`config.mk`:
```
export PLATFORM = sky130hd
export DESIGN_NAME = scda_lane
export DESIGN_NICKNAME = d
export VERILOG_FILES = /design/src/design/scda_pkg.sv /design/src/design/scda_lane.sv
export SDC_FILE = /design/constraint.sdc
export NUM_CORES = 2
export LEC_CHECK = 0
export BUFFER_PORTS_ARGS = -buffer_cell sky130_fd_sc_hd__buf_2
export CAP_MARGIN = 10
export CORE_MARGIN = 4
export CORE_UTILIZATION = 55
export DETAILED_ROUTE_END_ITERATION = 12
export PLACE_DENSITY = 0.79
export SYNTH_ARGS = -nofsm -noshare
export SYNTH_HDL_FRONTEND = slang
export SYNTH_SLANG_ARGS = --single-unit
```
`constraint.sdc`:
```
create_clock -name clk -period 22.4 [get_ports clk]
set_input_delay 0 -clock clk [delete_from_list [all_inputs] [get_ports clk]]
set_output_delay 0 -clock clk [all_outputs]
set_load 0.02 [all_outputs]
```
`src/design/scda_pkg.sv`:
```
// shared constants, types and codes of the seven-channel decimating accumulator
`timescale 1ns / 1ps

package scda_pkg;

  // channel count and widths
  localparam int NUM_CH      = 7;
  localparam int SAMPLE_W    = 24;
  localparam int SAMPLE_BITS = 24;
  localparam int SUM_W       = 31;
  localparam int CNT_W       = 7;
  localparam int SCALE_W     = 32;
  localparam int FRAC_BITS   = 24;
  localparam int RES_W       = 32;
  localparam int PROD_W      = (SUM_W - 1) + SCALE_W + 1;
  localparam int SHIFTED_W   = PROD_W - FRAC_BITS;

  // ring buffer slot
  localparam int RING_DEPTH  = 256;
  localparam int SLOT_W      = $clog2(RING_DEPTH);
  localparam int SLOT_OUT_W  = 8;
  localparam int SLOT_EXT_W  = SLOT_W + SLOT_OUT_W;

  // configuration port
  localparam int CFG_IDX_W   = 2;
  localparam int CFG_DATA_W  = 32;

  localparam logic [CNT_W-1:0]   DECIM_RST = CNT_W'(8);
  localparam logic [SCALE_W-1:0] SCALE_RST = SCALE_W'(32'h0100_0000);

  localparam logic [RES_W-1:0] SAT_MAX = {1'b0, {(RES_W-1){1'b1}}};
  localparam logic [RES_W-1:0] SAT_MIN = {1'b1, {(RES_W-1){1'b0}}};

  typedef enum logic [CFG_IDX_W-1:0] {
    CFG_DECIM       = 2'd0,
    CFG_CUR_SCALE   = 2'd1,
    CFG_VOLT_SCALE  = 2'd2
  } cfg_reg_t;

  typedef logic signed [SAMPLE_W-1:0] sample_t;
  typedef logic signed [RES_W-1:0]    result_t;

  // per-cycle controls shared by all lanes
  typedef struct packed {
    logic acc_en;   // add the accepted sample set
    logic clr;      // restart request: clear the sum
    logic dump;     // this set closes the window
    logic ld2;      // dump register -> magnitude stage
    logic ld3;      // magnitude stage -> product stage
    logic ld4;      // product stage -> output register
  } lane_ctl_t;

endpackage

```
`src/design/scda_lane.sv`:
```
// one channel lane: running sum, magnitude, scale multiply and saturation
`timescale 1ns / 1ps

module scda_lane (
  input  logic                               clk,
  input  logic                               rst_n,
  input  scda_pkg::lane_ctl_t                ctl,
  input  scda_pkg::sample_t                  sample,
  input  logic [scda_pkg::SCALE_W-1:0]       scale,
  output scda_pkg::result_t                  result
);

  logic signed [scda_pkg::SUM_W-1:0]   sum_r;
  logic signed [scda_pkg::SUM_W-1:0]   sum_nxt;
  logic signed [scda_pkg::SUM_W-1:0]   sample_ext;
  logic signed [scda_pkg::SUM_W-1:0]   dump_r;
  logic                                neg2_r;
  logic [scda_pkg::SUM_W-1:0]          mag2_r;
  logic [scda_pkg::SUM_W-1:0]          mag_nxt;
  logic                                neg3_r;
  logic [scda_pkg::PROD_W-1:0]         prod3_r;
  logic [scda_pkg::PROD_W-1:0]         prod_nxt;
  logic [scda_pkg::SHIFTED_W-1:0]      shifted;
  logic [scda_pkg::RES_W-1:0]          sat_nxt;
  logic [scda_pkg::RES_W-1:0]          result_r;

  // sign extend the used sample bits and add
  assign sample_ext = {{(scda_pkg::SUM_W - scda_pkg::SAMPLE_BITS)
                         {sample[scda_pkg::SAMPLE_BITS-1]}},
                       sample[scda_pkg::SAMPLE_BITS-1:0]};
  assign sum_nxt = sum_r + sample_ext;

  // running sum, cleared on restart and on dump
  always_ff @(posedge clk) begin
    if (!rst_n) begin
      sum_r <= '0;
    end else if (ctl.clr || (ctl.acc_en && ctl.dump)) begin
      sum_r <= '0;
    end else if (ctl.acc_en) begin
      sum_r <= sum_nxt;
    end
  end

  // magnitude of the dumped sum
  assign mag_nxt = dump_r[scda_pkg::SUM_W-1] ? scda_pkg::SUM_W'(-dump_r)
                                             : scda_pkg::SUM_W'(dump_r);

  // unsigned magnitude times Q8.24 scale
  assign prod_nxt = scda_pkg::PROD_W'(mag2_r) * scda_pkg::PROD_W'(scale);

  // drop fraction bits, saturate and restore sign
  assign shifted = prod3_r[scda_pkg::PROD_W-1:scda_pkg::FRAC_BITS];

  always_comb begin
    if (neg3_r) begin
      if ((|shifted[scda_pkg::SHIFTED_W-1:scda_pkg::RES_W]) ||
          (shifted[scda_pkg::RES_W-1] && (|shifted[scda_pkg::RES_W-2:0]))) begin
        sat_nxt = scda_pkg::SAT_MIN;
      end else begin
        sat_nxt = scda_pkg::RES_W'(-shifted[scda_pkg::RES_W-1:0]);
      end
    end else begin
      if (|shifted[scda_pkg::SHIFTED_W-1:scda_pkg::RES_W-1]) begin
        sat_nxt = scda_pkg::SAT_MAX;
      end else begin
        sat_nxt = shifted[scda_pkg::RES_W-1:0];
      end
    end
  end

  // pipeline payload registers
  always_ff @(posedge clk) begin
    if (ctl.acc_en && ctl.dump) begin
      dump_r <= sum_nxt;
    end
    if (ctl.ld2) begin
      neg2_r <= dump_r[scda_pkg::SUM_W-1];
      mag2_r <= mag_nxt;
    end
    if (ctl.ld3) begin
      neg3_r  <= neg2_r;
      prod3_r <= prod_nxt;
    end
    if (ctl.ld4) begin
      result_r <= sat_nxt;
    end
  end

  assign result = scda_pkg::result_t'(result_r);

endmodule

```
==> PnR_summary.wiki <==
{| class="wikitable"
! Metric !! Value
|-
| Floorplan row count || 98
|-
| CP max FO || 32
|-
| Number of nets with antenna violations after routing || 0
|-
| Number of search-and-repair iterations in the first detailed-routing pass || 5
|-
| Mean instance size in the synthesized netlist || about 9.5 um^2
|-
| Kind of end point of the critical path || flop
|-
| Average detailed-routed wire length per instance || a little over 20 um
|-
| Cell type with the largest total area after synthesis || fa_1
|-
| Vias in the first global route || between 30,000 and 40,000
|-
| Synthesized netlist cell count || ~4,200
|-
| CTS tree || built
|-
| Final #Nets || ~5,300
|-
| Floorplan die area || 76,400 um^2
|-
| Initial Utilization || 55.5%
|-
| GR Overflow Total || 0
|-
| Relative area change from synthesis to final layout || 4.55%
|-
| Die height || around 280 um
|-
| Synthesized Nets || around 5,400
|-
| Buffers on Ports || 95
|-
| Proportion of layout cells with a drive suffix above 1 || approximately 4.6%
|-
| Count of buffer and inverter cells on the critical path || 7
|-
| Critical Setup Path Class || reg -> reg
|-
| Slowest library cell on the worst path || edfxtp_1
|-
| Setup repair after global routing missed its margin || no
|-
| Fraction of the core area covered by cells at the end of the flow || between 50% and 60%
|-
| Kind of cell adding the most delay to the critical path || adder cells
|-
| Mapped Area || 39,600 um^2
|-
| Critical path required time || roughly 23,000 ps
|-
| Most common flop cell mapped by yosys || edfxtp_1
|-
| Number of H-tree levels || 4
|-
| Std-Cell Core Area || just over 70,000 um^2
|-
| Hold Violations, Final || 0
|-
| RD Place Congestion || 0.913
|-
| Leading post-synthesis cells by instance count || 866 x fa_1, 855 x inv_1, 533 x nand2_1, 532 x and2_1, 285 x ha_1
|-
| Area of the multi-input gates || slightly above 30,000 um^2
|-
| Post-synth top area share || 43.7%
|-
| Sink count of the clock tree || approximately 170
|-
| Slew of the pin with the lowest slew margin || ~1200 ps
|-
| Max-slew violation total from the final report || 0
|-
| Final design instance area without fill || approximately 41,000 um^2
|-
| Minimum period implied by the final worst setup slack || slightly above 9000 ps
|-
| Vias per cell || around 5.7
|-
| WL final || between 100,000 and 150,000 um
|-
| Fraction of the yosys area taken by sequential cells || roughly an eighth
|-
| Latest clock arrival within the worst-skew pair || 480 ps
|-
| Wire length of the first global-routing pass || ~170,000 um
|-
| DRC violations left || 0
|-
| Ant. Diodes || 0
|-
| Antenna violations before repair || 0
|-
| Area post-placement || 40,800 um^2
|-
| Outcome || completed
|-
| Clock Skews || approximately 24 ps
|-
| Max-Cap Viols || 0
|-
| DPL Wire Length || between 70,000 and 80,000 um
|-
| Worst min path class || in -> reg
|-
| Critical Path Start Type || flop
|-
| Number of synthesized register bits || between 150 and 200
|-
| Cell types occupying the most area after synthesis || fa_1 44%, edfxtp_1 10%, ha_1 9.0%
|-
| Pin count of the biggest net entering global routing || around 40
|-
| Total Negative Setup Slacks || 0 ps
|-
| Maximum single-stage delay on the critical path || around 1200 ps
|-
| Clock transition at the register clock pins on the worst setup and hold paths after CTS || about 90 ps
|-
| Number of ports placed on the die boundary || 96
|-
| Number of enable flip-flop cells after synthesis || 135
|-
| GR Util All Layers || around 28%
|-
| Count of final setup violators || 0
|-
| Number of vias in the routed layout || 29,100
|-
| Share of synthesized flip-flops with an asynchronous set or reset || 0%
|-
| FMAX || between 100 and 150 MHz
|-
| Number of design-rule violations left by the first detailed-router iteration || between 2,000 and 2,500
|-
| Number of buffers created by CTS || 17
|-
| Library cell with the highest instance count after synthesis || fa_1
|-
| Worst rel slew slack || between 15 and 20%
|-
| Number of distinct standard cells referenced by the synthesized netlist || 65
|-
| Number of gates resized after CTS || 0
|-
| Register area || 4670 um^2
|-
| Synth warnings || 0
|-
| Overall die width || 276 um
|-
| Postcts setup bufs || 0
|-
| Maximum number of buffers from clock root to sink || 2
|-
| Final clock period utilization by the worst path || about two fifths
|-
| Signal arrival time at the worst endpoint || around 9500 ps
|-
| Dominant cell type by count on the critical path || fa_1
|-
| Clk Tree Root Cell || clkbuf_16
|-
| Layout fillers || slightly below 6,000
|}
## repair_timing
item | CTS | global route
hold endpoints to repair | 1 | 0
hold buffers | 1 | 0
endpoints found under the setup margin | 0 | 0
## per-stage QoR
step | setup WS, ps | cells | hold slack, ps
5_1_grt | 12770 | 5066 | 75.1
3_3_place_gp | 13360 | 5031 | 433
3_5_place_dp | 13260 | 5031 | 435
4_1_cts | 13250 | 5064 | 38.1
2_1_floorplan | 14540 | 4172 | 112
6_report | 13170 | 5066 | 58.2
## sequential cells by signal (all words and copies together), names as in the netlist
name     flops
prod3_r     39
result      32
dump_r      31
mag2_r      31
sum_r       31
neg2_r       1
neg3_r       1
## final timing paths
check                           startpoint          end  slack, ps  cells past startpoint
worst max-delay path             mag2_r[5]  prod3_r[62]      13170                     27
worst max register to register   mag2_r[5]  prod3_r[62]      13170                     27
worst min register to register   dump_r[0]    mag2_r[0]        450                      0
worst min-delay path                 rst_n    sum_r[11]         60                      4
## tightest hold or removal path, stage by stage
cell      delay, ps
buf_2            80
nand3b_1         60
buf_4           240
nor2_1          120
## cell usage in the layout, fill, tap and decap left out, drive strengths merged, types with 25 or more instances in the layout
cell type / instances
inv: 863
buf: 142
nor2: 76
or3: 25
and2: 532
ha: 285
mux2i: 29
fa: 866
a21o: 51
xnor2: 75
dfxtp: 31
edfxtp: 135
nand2: 533
o21ai: 87
a21oi: 103
xor2: 27
## layout make-up
type / instances / area share [%]
multi-input combinational: 2920 / 74.5
inverter: 855 / 7.74
sequential: 166 / 11.3
clock buffer: 18 / 1.09
clock inverter: 14 / 0.426
timing repair buffer: 143 / 2.08
tap: 950 / 2.87
## routing by layer
layer | up-vias | GRT usage, % | part of all wire [%]
met2 | 1442 | 45.5 | 48
met5 | - | 0 | 0
met3 | 315 | 4.61 | 9.0
met1 | 14800 | 36.6 | 38
met4 | 0 | 12.3 | 4.9
li1 | 12500 | - | -
## kinds of logic (layout without fill, tap and decap cells)
family / after synthesis / count (layout) / synth area share, %
XOR/XNOR: 102 / 102 / 2.25
adder cells (fa/ha/maj): 1151 / 1151 / 52.7
buffers and inverters: 1086 / 1030 / 10.3
multiplexers: 30 / 30 / 0.761
flip-flops: 166 / 166 / 11.8
AND/OR/NAND/NOR: 1283 / 1283 / 16.4
AO/OA/AOI/OAI: 354 / 354 / 5.76
Power is not shown: default switching activity piles up to over one toggle a cycle in this logic, so the estimate is an artifact.
