<file path="src/design/scda_pkg.sv">
// shared constants, types and codes of the seven-channel decimating accumulator
`timescale 1ns / 1ps

package scda_pkg;

  // channel count and widths
  localparam int NUM_CH      = 7;
  localparam int SAMPLE_W    = 24;
  localparam int SAMPLE_BITS = 24;
  localparam int SUM_W       = 31;
  localparam int CNT_W       = 7;
  localparam int SCALE_W     = 32;
  localparam int FRAC_BITS   = 24;
  localparam int RES_W       = 32;
  localparam int PROD_W      = (SUM_W - 1) + SCALE_W + 1;
  localparam int SHIFTED_W   = PROD_W - FRAC_BITS;

  // ring buffer slot
  localparam int RING_DEPTH  = 256;
  localparam int SLOT_W      = $clog2(RING_DEPTH);
  localparam int SLOT_OUT_W  = 8;
  localparam int SLOT_EXT_W  = SLOT_W + SLOT_OUT_W;

  // configuration port
  localparam int CFG_IDX_W   = 2;
  localparam int CFG_DATA_W  = 32;

  localparam logic [CNT_W-1:0]   DECIM_RST = CNT_W'(8);
  localparam logic [SCALE_W-1:0] SCALE_RST = SCALE_W'(32'h0100_0000);

  localparam logic [RES_W-1:0] SAT_MAX = {1'b0, {(RES_W-1){1'b1}}};
  localparam logic [RES_W-1:0] SAT_MIN = {1'b1, {(RES_W-1){1'b0}}};

  typedef enum logic [CFG_IDX_W-1:0] {
    CFG_DECIM       = 2'd0,
    CFG_CUR_SCALE   = 2'd1,
    CFG_VOLT_SCALE  = 2'd2
  } cfg_reg_t;

  typedef logic signed [SAMPLE_W-1:0] sample_t;
  typedef logic signed [RES_W-1:0]    result_t;

  // per-cycle controls shared by all lanes
  typedef struct packed {
    logic acc_en;   // add the accepted sample set
    logic clr;      // restart request: clear the sum
    logic dump;     // this set closes the window
    logic ld2;      // dump register -> magnitude stage
    logic ld3;      // magnitude stage -> product stage
    logic ld4;      // product stage -> output register
  } lane_ctl_t;

endpackage

</file>
<file path="src/design/scda_ctrl.sv">
// set counter, ring slot, config registers and pipeline handshake control
`timescale 1ns / 1ps

module scda_ctrl (
  input  logic                                clk,
  input  logic                                rst_n,
  input  logic                                in_valid,
  input  logic                                in_restart,
  output logic                                in_ready,
  input  logic                                out_ready,
  output logic                                out_valid,
  output logic [scda_pkg::SLOT_OUT_W-1:0]     slot_index,
  input  logic                                cfg_we,
  input  logic [scda_pkg::CFG_IDX_W-1:0]      cfg_index,
  input  logic [scda_pkg::CFG_DATA_W-1:0]     cfg_data,
  output logic [scda_pkg::SCALE_W-1:0]        cur_scale,
  output logic [scda_pkg::SCALE_W-1:0]        volt_scale,
  output scda_pkg::lane_ctl_t                 lane_ctl
);

  logic [scda_pkg::CNT_W-1:0]    decim_r;
  logic [scda_pkg::SCALE_W-1:0]  cur_scale_r;
  logic [scda_pkg::SCALE_W-1:0]  volt_scale_r;
  logic [scda_pkg::CNT_W-1:0]    cnt_r;
  logic [scda_pkg::CNT_W-1:0]    cnt_inc;
  logic [scda_pkg::SLOT_W-1:0]   slot_r;
  logic [scda_pkg::SLOT_W-1:0]   slot_nxt;
  logic [scda_pkg::SLOT_W-1:0]   slot1_r;
  logic [scda_pkg::SLOT_W-1:0]   slot2_r;
  logic [scda_pkg::SLOT_W-1:0]   slot3_r;
  logic [scda_pkg::SLOT_W-1:0]   slot_out_r;
  logic [scda_pkg::SLOT_EXT_W-1:0] slot_ext;
  logic                          v1_r, v2_r, v3_r, vout_r;
  logic                          fire, sample_fire, dump;
  logic                          ld2, ld3, ld4;

  // config register writes
  always_ff @(posedge clk) begin
    if (!rst_n) begin
      decim_r      <= scda_pkg::DECIM_RST;
      cur_scale_r  <= scda_pkg::SCALE_RST;
      volt_scale_r <= scda_pkg::SCALE_RST;
    end else if (cfg_we) begin
      case (scda_pkg::cfg_reg_t'(cfg_index))
        scda_pkg::CFG_DECIM:      decim_r      <= cfg_data[scda_pkg::CNT_W-1:0];
        scda_pkg::CFG_CUR_SCALE:  cur_scale_r  <= cfg_data[scda_pkg::SCALE_W-1:0];
        scda_pkg::CFG_VOLT_SCALE: volt_scale_r <= cfg_data[scda_pkg::SCALE_W-1:0];
        default: begin
        end
      endcase
    end
  end

  assign cur_scale  = cur_scale_r;
  assign volt_scale = volt_scale_r;

  // ready chain from the output register back to the dump register
  assign ld4      = v3_r && (!vout_r || out_ready);
  assign ld3      = v2_r && (!v3_r || ld4);
  assign ld2      = v1_r && (!v2_r || ld3);
  assign in_ready = !v1_r || ld2;

  // window count: increment first, then compare
  assign fire        = in_valid && in_ready;
  assign sample_fire = fire && !in_restart;
  assign cnt_inc     = cnt_r + scda_pkg::CNT_W'(1);
  assign dump        = !(cnt_inc < decim_r);

  assign slot_nxt = (slot_r == scda_pkg::SLOT_W'(scda_pkg::RING_DEPTH - 1))
                    ? '0 : slot_r + scda_pkg::SLOT_W'(1);

  // counter, slot and stage valid bits
  always_ff @(posedge clk) begin
    if (!rst_n) begin
      cnt_r  <= '0;
      slot_r <= '0;
      v1_r   <= 1'b0;
      v2_r   <= 1'b0;
      v3_r   <= 1'b0;
      vout_r <= 1'b0;
    end else begin
      if (fire && in_restart) begin
        cnt_r <= '0;
      end else if (sample_fire) begin
        cnt_r <= dump ? '0 : cnt_inc;
      end
      if (sample_fire && dump) begin
        slot_r <= slot_nxt;
      end
      v1_r   <= (sample_fire && dump) || (v1_r && !ld2);
      v2_r   <= ld2 || (v2_r && !ld3);
      v3_r   <= ld3 || (v3_r && !ld4);
      vout_r <= ld4 || (vout_r && !out_ready);
    end
  end

  // slot travels alongside the lane pipeline
  always_ff @(posedge clk) begin
    if (sample_fire && dump) begin
      slot1_r <= slot_r;
    end
    if (ld2) begin
      slot2_r <= slot1_r;
    end
    if (ld3) begin
      slot3_r <= slot2_r;
    end
    if (ld4) begin
      slot_out_r <= slot3_r;
    end
  end

  assign slot_ext   = scda_pkg::SLOT_EXT_W'(slot_out_r);
  assign slot_index = slot_ext[scda_pkg::SLOT_OUT_W-1:0];
  assign out_valid  = vout_r;

  assign lane_ctl.acc_en = sample_fire;
  assign lane_ctl.clr    = fire && in_restart;
  assign lane_ctl.dump   = dump;
  assign lane_ctl.ld2    = ld2;
  assign lane_ctl.ld3    = ld3;
  assign lane_ctl.ld4    = ld4;

endmodule

</file>
<file path="config.mk">
export PLATFORM = sky130hd
export DESIGN_NAME = scda_ctrl
export DESIGN_NICKNAME = d
export VERILOG_FILES = /design/src/design/scda_pkg.sv /design/src/design/scda_ctrl.sv
export SDC_FILE = /design/constraint.sdc
export NUM_CORES = 1
export LEC_CHECK = 0
export BUFFER_PORTS_ARGS = -buffer_cell sky130_fd_sc_hd__buf_2
export CAP_MARGIN = 20
export CORE_ASPECT_RATIO = 1.5
export CORE_MARGIN = 4
export CORE_UTILIZATION = 57
export CTS_CLUSTER_DIAMETER = 80
export DETAILED_ROUTE_END_ITERATION = 10
export PLACE_DENSITY = 0.85
export SYNTH_ARGS = -nofsm -noshare
export SYNTH_HDL_FRONTEND = slang
export SYNTH_SLANG_ARGS = --single-unit
export TNS_END_PERCENT = 5
</file>
<file path="constraint.sdc">
create_clock -name clk -period 8.95 [get_ports clk]
set_clock_uncertainty 0.2 [all_clocks]
set_input_delay 1.3425 -clock clk [delete_from_list [all_inputs] [get_ports clk]]
set_output_delay 1.3425 -clock clk [all_outputs]
set_load 0.01 [all_outputs]
</file>
==> results.rst, run 1 <==
.. list-table::
   :header-rows: 1

   * - Metric
     - Value
   * - Number of hold violations in the final report
     - 0
   * - Critical path start-end classification
     - reg2out
   * - Total length of routed wires
     - 10.88 mm
   * - Setup tns final
     - 0 ns
   * - Crit share post-route
     - 53.18%
   * - Core area
     - 0.008058 mm2
   * - Drt first-iter violations
     - 174
   * - Status
     - finished, final reports clean
   * - Net count reported at finish
     - 647
   * - Initial antenna violation count
     - 1
   * - Quantity of I/O buffers inserted on ports
     - 119
   * - Post-synthesis to final-layout area growth
     - 25.55%
   * - Total congestion overflow after global routing
     - 0
   * - Busiest layer in global routing
     - met2
   * - Kind of end point of the critical path
     - primary output
   * - Net count after synthesis
     - 536
   * - Clock Latency Late Sink
     - 0.40 ns
   * - Root Buffer
     - sky130_fd_sc_hd__clkbuf_16
   * - # Post-CTS Setup Buffers
     - 0
   * - Flop and latch count out of synthesis
     - 122
   * - Top_reg_cell synth
     - sky130_fd_sc_hd__dfxtp_1
   * - Warnings, synthesis
     - 0
   * - Most common cell after layout, fill and taps aside
     - sky130_fd_sc_hd__nand2_1
   * - Count of filler cells inserted in the layout
     - 589
   * - Wire length of the first global-routing pass
     - 17.03 mm
   * - VDD IR-drop max
     - 0.1583 mV
   * - Leakage power total
     - 2.463 nW
   * - Clock-pin slew reported for the worst setup and hold paths after clock tree synthesis
     - 0.05 ns
   * - Maximum number of pins on one net before global-route repair
     - 47
   * - Count of hold-fix buffers inserted at cts
     - 0
   * - Netlist area before placement
     - 0.004755 mm2
   * - Depth of the CTS H-tree
     - 4
   * - Vias post-DR
     - 3803
   * - Max-cap violation count
     - 0
   * - Initial Util
     - 59.01%
   * - Fmax achieved
     - 210.1 MHz
   * - Classification of the worst-slack hold path
     - reg2reg
   * - Number of global-route vias before repair
     - 3672
   * - Transition time of the tightest slew-check pin
     - 0.8071 ns
   * - Clock buffer count from CTS
     - 17
   * - GRT Resource Usage Total
     - 22.82%
   * - Resized Gates After CTS
     - 0
   * - Most frequent cells in the layout
     - 151 x sky130_fd_sc_hd__nand2_1, 120 x sky130_fd_sc_hd__buf_2, 90 x sky130_fd_sc_hd__dfxtp_1
   * - Share of final-layout standard cells stronger than drive strength 1
     - 25.37%
   * - Util after Layout
     - 74.08%
   * - Time the final worst path needs with I/O delays and setup
     - 4.760 ns
   * - Synth Instances
     - 488
   * - Global Route met3 Usage
     - 7.357%
   * - Unrepaired setup endpoints after global routing
     - false
   * - Max-slew violation count
     - 0
   * - Die Height
     - 119.9 um
   * - Floorplan row count
     - 40
   * - Post-synthesis sequential area ratio
     - 58.11%
   * - Overall die area
     - 0.009896 mm2
   * - Max Fanout on Critical Path
     - 18
   * - Max transition margin
     - 45.99%
   * - DRC
     - 0
   * - Number of enable flip-flop cells after synthesis
     - 32
   * - Clock tree from TritonCTS
     - done
   * - Post-DR vias/cell
     - 5.304
   * - Power per Cell Area
     - 219.8 mW/mm2
   * - Async set-reset flop share out of synthesis
     - 0%
   * - IO Count
     - 120
   * - Post-synth cell types
     - 46
   * - Die Width
     - 82.57 um
   * - Average instance area after synthesis
     - 9.743 um2
   * - Drt first pass iters
     - 6
   * - Final setup violation count
     - 0
   * - Worst EP arrival
     - 3.22 ns
   * - Data required, critical path
     - 7.41 ns
   * - HPWL after detailed placement
     - 7.534 mm
   * - GR Layer Usage met2
     - 40.16%
   * - DR WL/cell
     - 15.17 um
   * - Antenna-violating nets left
     - 0
   * - Startpoint class of the critical path
     - flip-flop
   * - Maximum clock path buffer count
     - 2
   * - Number of sinks on the clock net
     - 122
   * - Routability cong.
     - 0.8789
   * - Global Route met1 Usage
     - 23.84%
-- critical path, stage by stage (launching register included) --
cell and delay (ns):
sky130_fd_sc_hd__dfxtp_1 0.41, sky130_fd_sc_hd__ha_1 0.25, sky130_fd_sc_hd__nand3_1 0.17, sky130_fd_sc_hd__nor2_1 0.19
sky130_fd_sc_hd__xor2_1 0.23, sky130_fd_sc_hd__ha_1 0.28, sky130_fd_sc_hd__and2_1 0.20, sky130_fd_sc_hd__a221o_1 0.34
sky130_fd_sc_hd__a41oi_4 0.50, sky130_fd_sc_hd__inv_4 0.07, sky130_fd_sc_hd__buf_2 0.16
-- cell families after synthesis --
family / after synthesis / synth area share, %
xor gates and xnor gates: 5 / 0.9212
and+or+nand+nor: 209 / 19.18
AOI/OAI and AO/OA: 99 / 15.29
DFF: 122 / 58.11
muxes: 3 / 0.6316
adders and majority gates: 8 / 2.105
buffers and inverters: 42 / 3.763
-- state kept, by name, summed over array words and instances (netlist names) --
name and count:
cur_scale 32, volt_scale 32, slot1_r 8, slot2_r 8
slot3_r 8, slot_index 8, slot_r 8, cnt_r 7
decim_r 7, out_valid 1, v1_r 1, v2_r 1
v3_r 1
-- area by class of cell --
class / count / area [um2] / area share (%)
diodes: 1 / 2.502 / 0.04192
clock buffers: 21 / 450.4 / 7.546
clock inverters: 10 / 125.1 / 2.096
inverters: 9 / 36.28 / 0.6078
multi-input cells: 324 / 1815 / 30.41
flip-flops and latches: 122 / 2763 / 46.28
well taps: 105 / 131.4 / 2.201
repair buffers: 125 / 645.6 / 10.82
-- synth_stat cells, drive strengths merged, types with 3 or more instances --
cell type,n,area (um2)
and3,3,18.77
mux2i,3,30.03
nor3b,3,22.52
o21ai,4,20.01
nor2b,11,68.82
a21oi,14,70.07
edfxtp,32,960.9
ha,8,100.1
nand2,151,566.8
a21boi,65,488.0
clkbuf,28,105.1
nor2,9,33.78
buf,5,37.54
inv,9,36.29
and2,4,25.02
dfxtp,90,1802
nand3,10,50.05
o21a,3,22.52
xor2,3,26.28
-- power by group --
| part | total (W) | leakage (nW) | switching, W | internal [W] |
|---|---|---|---|---|
| Sequential | 0.000582 | 1.02 | 0.00000608 | 0.000576 |
| Clock | 0.000659 | 0.282 | 0.000220 | 0.000439 |
| Combinational | 0.0000709 | 1.16 | 0.0000425 | 0.0000284 |
| Total | 0.00131 | 2.46 | 0.000268 | 0.00104 |
-- stage by stage --
step	area, um2	worst slack (ns)	power (W)	cells	hold slack (ns)
CTS	5947	4.214	0.001320	714	0.2163
global placement	5371	4.692	0.0006610	683	0.2007
floorplan	4755	5.038	0.0006326	488	0.2003
finish	5969	4.190	0.001312	717	0.2129
global route	5969	4.006	0.001358	717	0.2180
detailed placement	5371	4.659	0.0006636	683	0.2045
-- layer usage --
| metal | wire length (um) | share of wire, % |
|---|---|---|
| met4 | 294 | 2.7 |
| met2 | 5863 | 54 |
| met1 | 4037 | 37 |
| met5 | 0 | 0 |
| met3 | 682 | 6.3 |
-- final timing paths --
path              startpoint             to  slack [ns]  cells past startpoint
setup / recovery    cnt_r[0]    lane_ctl[3]        4.19                     10
hold / removal    slot3_r[6]  slot_index[6]        0.21                      0
setup reg to reg    cnt_r[0]       cnt_r[3]        5.34                     11
hold reg to reg   slot3_r[6]  slot_index[6]        0.21                      0
(Power assumes the default switching activity.)
==> inputs of run 2 (changes only) <==
--- a/config.mk
+++ b/config.mk
@@ -5,14 +5,15 @@
 export SDC_FILE = /design/constraint.sdc
 export NUM_CORES = 1
 export LEC_CHECK = 0
+export ABC_AREA = 1
 export BUFFER_PORTS_ARGS = -buffer_cell sky130_fd_sc_hd__buf_2
 export CAP_MARGIN = 20
 export CORE_ASPECT_RATIO = 1.5
 export CORE_MARGIN = 4
-export CORE_UTILIZATION = 57
+export CORE_UTILIZATION = 47
 export CTS_CLUSTER_DIAMETER = 80
 export DETAILED_ROUTE_END_ITERATION = 10
-export PLACE_DENSITY = 0.85
+export PLACE_DENSITY = 0.75
 export SYNTH_ARGS = -nofsm -noshare
 export SYNTH_HDL_FRONTEND = slang
 export SYNTH_SLANG_ARGS = --single-unit
==> constraint.sdc (replaced) <==
create_clock -name clk -period 3.9 [get_ports clk]
set_clock_uncertainty 0.2 [all_clocks]
set_input_delay 0.585 -clock clk [delete_from_list [all_inputs] [get_ports clk]]
set_output_delay 0.585 -clock clk [all_outputs]
set_load 0.01 [all_outputs]
==> run 2 against run 1 <==
Effect of this change: core utilization down 13 points; clock power rose to 2.5 times the previous value; synthesized cell count increased by 6.4%; global-route usage shrank 4.5 points; largest power group unchanged.
==> results.rst, run 2 <==
.. list-table::
   :header-rows: 1

   * - Metric
     - Value
   * - Status
     - finished, final reports clean
   * - Most frequent cells in the layout
     - 151 x sky130_fd_sc_hd__nor2_1, 119 x sky130_fd_sc_hd__buf_2, 90 x sky130_fd_sc_hd__dfxtp_1
   * - Fmax achieved
     - 303.1 MHz
   * - HPWL after detailed placement
     - 7.163 mm
   * - Count of filler cells inserted in the layout
     - 816
   * - Antenna-violating nets left
     - 0
   * - Delay of the slowest cell on the worst path
     - 0.42 ns
   * - Count of hold-fix buffers inserted at cts
     - 0
   * - Most frequent cell after synthesis
     - sky130_fd_sc_hd__nor2_1
   * - GRT Resource Usage Total
     - 18.36%
   * - DR WL/cell
     - 13.36 um
   * - Kind of end point of the critical path
     - primary output
   * - Die Height
     - 129.6 um
   * - VDD IR-drop max
     - 0.3525 mV
   * - Highest-delay cell along the critical path
     - sky130_fd_sc_hd__dfxtp_1
   * - Cells along the critical path
     - ha_1 > nand3_2 > nor2_1 > nand2_1 > xnor2_1 > ha_1 > a21o_1 > nor2_1 > nand2_2 > buf_2
   * - Initial Util
     - 48.05%
   * - Cells taking the most area after synthesis
     - sky130_fd_sc_hd__dfxtp_1 39%, sky130_fd_sc_hd__edfxtp_1 21%, sky130_fd_sc_hd__nor2_1 12%
   * - Max transition margin
     - 27.72%
   * - Clock buffer count from CTS
     - 17
   * - Number of global-route vias before repair
     - 3586
   * - Post-synth cell types
     - 31
   * - Wire length the detailed router placed on met1
     - 4.137 mm
   * - Post-synthesis cell type with the largest combined area
     - sky130_fd_sc_hd__dfxtp_1
   * - Top cell family by delay on the critical path
     - simple AND/OR/NAND/NOR gates
   * - Max Fanout on Critical Path
     - 12
   * - Netlist area before placement
     - 0.004629 mm2
   * - Leakage power total
     - 2.683 nW
   * - Share of final-layout standard cells stronger than drive strength 1
     - 26.12%
   * - Clock-pin slew reported for the worst setup and hold paths after clock tree synthesis
     - 0.06 ns
   * - Floorplan row count
     - 44
   * - Top_reg_cell synth
     - sky130_fd_sc_hd__dfxtp_1
   * - Util after Layout
     - 61.34%
   * - Time the final worst path needs with I/O delays and setup
     - 3.299 ns
   * - Die Width
     - 89.04 um
   * - Core area
     - 0.009634 mm2
   * - Resized Gates After CTS
     - 0
   * - Overall die area
     - 0.01153 mm2
   * - Flop and latch count out of synthesis
     - 122
   * - DRC
     - 0
   * - Max-cap violation count
     - 0
   * - Clock Latency Late Sink
     - 0.40 ns
   * - Net count after synthesis
     - 567
   * - Most common cell after layout, fill and taps aside
     - sky130_fd_sc_hd__nor2_1
   * - Post-DR vias/cell
     - 4.959
   * - IO Count
     - 120
   * - Max-slew violation count
     - 0
   * - Metal3 WL
     - 639 um
   * - Number of buffers and inverters on the critical path
     - 1
   * - Area fraction of the dominant cell type after synthesis
     - 38.92%
   * - Warnings, synthesis
     - 0
   * - Average instance area after synthesis
     - 8.920 um2
   * - Number of hold violations in the final report
     - 0
   * - Wire length of the first global-routing pass
     - 16.17 mm
   * - Unrepaired setup endpoints after global routing
     - false
   * - Root Buffer
     - sky130_fd_sc_hd__clkbuf_16
   * - Number of enable flip-flop cells after synthesis
     - 32
   * - Vias post-DR
     - 3779
   * - Metal2 WL
     - 5.217 mm
   * - Routability cong.
     - 0.8483
   * - Classification of the worst-slack hold path
     - in2reg
   * - Depth of the CTS H-tree
     - 4
   * - Quantity of I/O buffers inserted on ports
     - 119
   * - Setup tns final
     - 0 ns
   * - Most common library cells after synthesis
     - 152 x sky130_fd_sc_hd__nor2_1, 90 x sky130_fd_sc_hd__dfxtp_1, 69 x sky130_fd_sc_hd__o21ai_0
   * - Async set-reset flop share out of synthesis
     - 0%
   * - Initial antenna violation count
     - 0
   * - Power per Cell Area
     - 543.3 mW/mm2
   * - Synth Instances
     - 519
   * - Clock tree from TritonCTS
     - done
   * - # Post-CTS Setup Buffers
     - 0
   * - Total congestion overflow after global routing
     - 0
   * - Critical path start-end classification
     - reg2out
   * - Final setup violation count
     - 0
   * - Drt first-iter violations
     - 136
   * - Maximum clock path buffer count
     - 2
   * - Data required, critical path
     - 3.12 ns
   * - Top metal layer carrying routed signals
     - met4
   * - Drt first pass iters
     - 6
   * - Post-synthesis sequential area ratio
     - 59.68%
   * - Number of sinks on the clock net
     - 122
   * - Worst EP arrival
     - 2.51 ns
   * - Total length of routed wires
     - 10.18 mm
   * - Transition time of the tightest slew-check pin
     - 1.083 ns
   * - Maximum number of pins on one net before global-route repair
     - 35
   * - Number of antenna diodes
     - 0
   * - Crit share post-route
     - 84.60%
   * - Startpoint class of the critical path
     - flip-flop
   * - Net count reported at finish
     - 682
   * - Post-synthesis to final-layout area growth
     - 27.65%
run 2: cell type report:
class	instances	area (um2)	area share [%]
clock buffer	17	425.4	7.199
timing repair buffer	124	653.1	11.05
sequential	122	2763	46.75
clock inverter	15	212.7	3.599
inverter	29	108.9	1.842
multi-input combinational	340	1603	27.12
tap	115	143.9	2.435
run 2: path summary, 6_finish.rpt:
kind | start | end | slack [ns] | depth (start not counted)
max | cnt_r[0] | lane_ctl[3] | 0.60 | 10
min | cfg_data[24] | cur_scale[24] | 0.20 | 3
max reg2reg | cnt_r[0] | slot1_r[0] | 1.07 | 12
min reg2reg | slot3_r[6] | slot_index[6] | 0.21 | 0
run 2: kinds of logic after synthesis:
logic type | count (synthesis) | share of synthesized area, %
AND/OR/NAND/NOR | 233 | 20.95
flip-flops | 122 | 59.68
AO/OA/AOI/OAI | 93 | 10.32
buffers and inverters | 57 | 5.757
adder cells (fa/ha/maj) | 8 | 2.162
XOR/XNOR | 6 | 1.135
run 2: stage by stage:
| stage | hold WS [ns] | instances | setup WS, ns | instance area, um2 | power, W |
|---|---|---|---|---|---|
| after floorplan | 0.2003 | 519 | 1.206 | 4629 | 0.001489 |
| after global placement | 0.2021 | 729 | 1.131 | 5244 | 0.001567 |
| after detailed placement | 0.2045 | 729 | 1.012 | 5244 | 0.001573 |
| after CTS | 0.1797 | 761 | 0.5752 | 5882 | 0.003244 |
| after global routing | 0.2097 | 762 | 0.3648 | 5909 | 0.003322 |
| final | 0.2016 | 762 | 0.6007 | 5909 | 0.003211 |
run 2: where the power goes:
group          internal, W  switching (W)  leakage, nW
registers          0.00133      0.0000198         1.02
logic            0.0000739       0.000119         1.36
clock network      0.00108       0.000581        0.302
run 2: tightest hold or removal path, cell delays in order:
cell and delay (ns):
sky130_fd_sc_hd__buf_2 0.09, sky130_fd_sc_hd__nand2_1 0.05, sky130_fd_sc_hd__nand3_1 0.05
run 2: per-layer routing:
metal | global-route usage (%) | vias to the layer above
met5 | 0 | -
met4 | 7.713 | 0
met3 | 5.662 | 16
met2 | 32.28 | 112
met1 | 20.12 | 1729
li1 | - | 1922
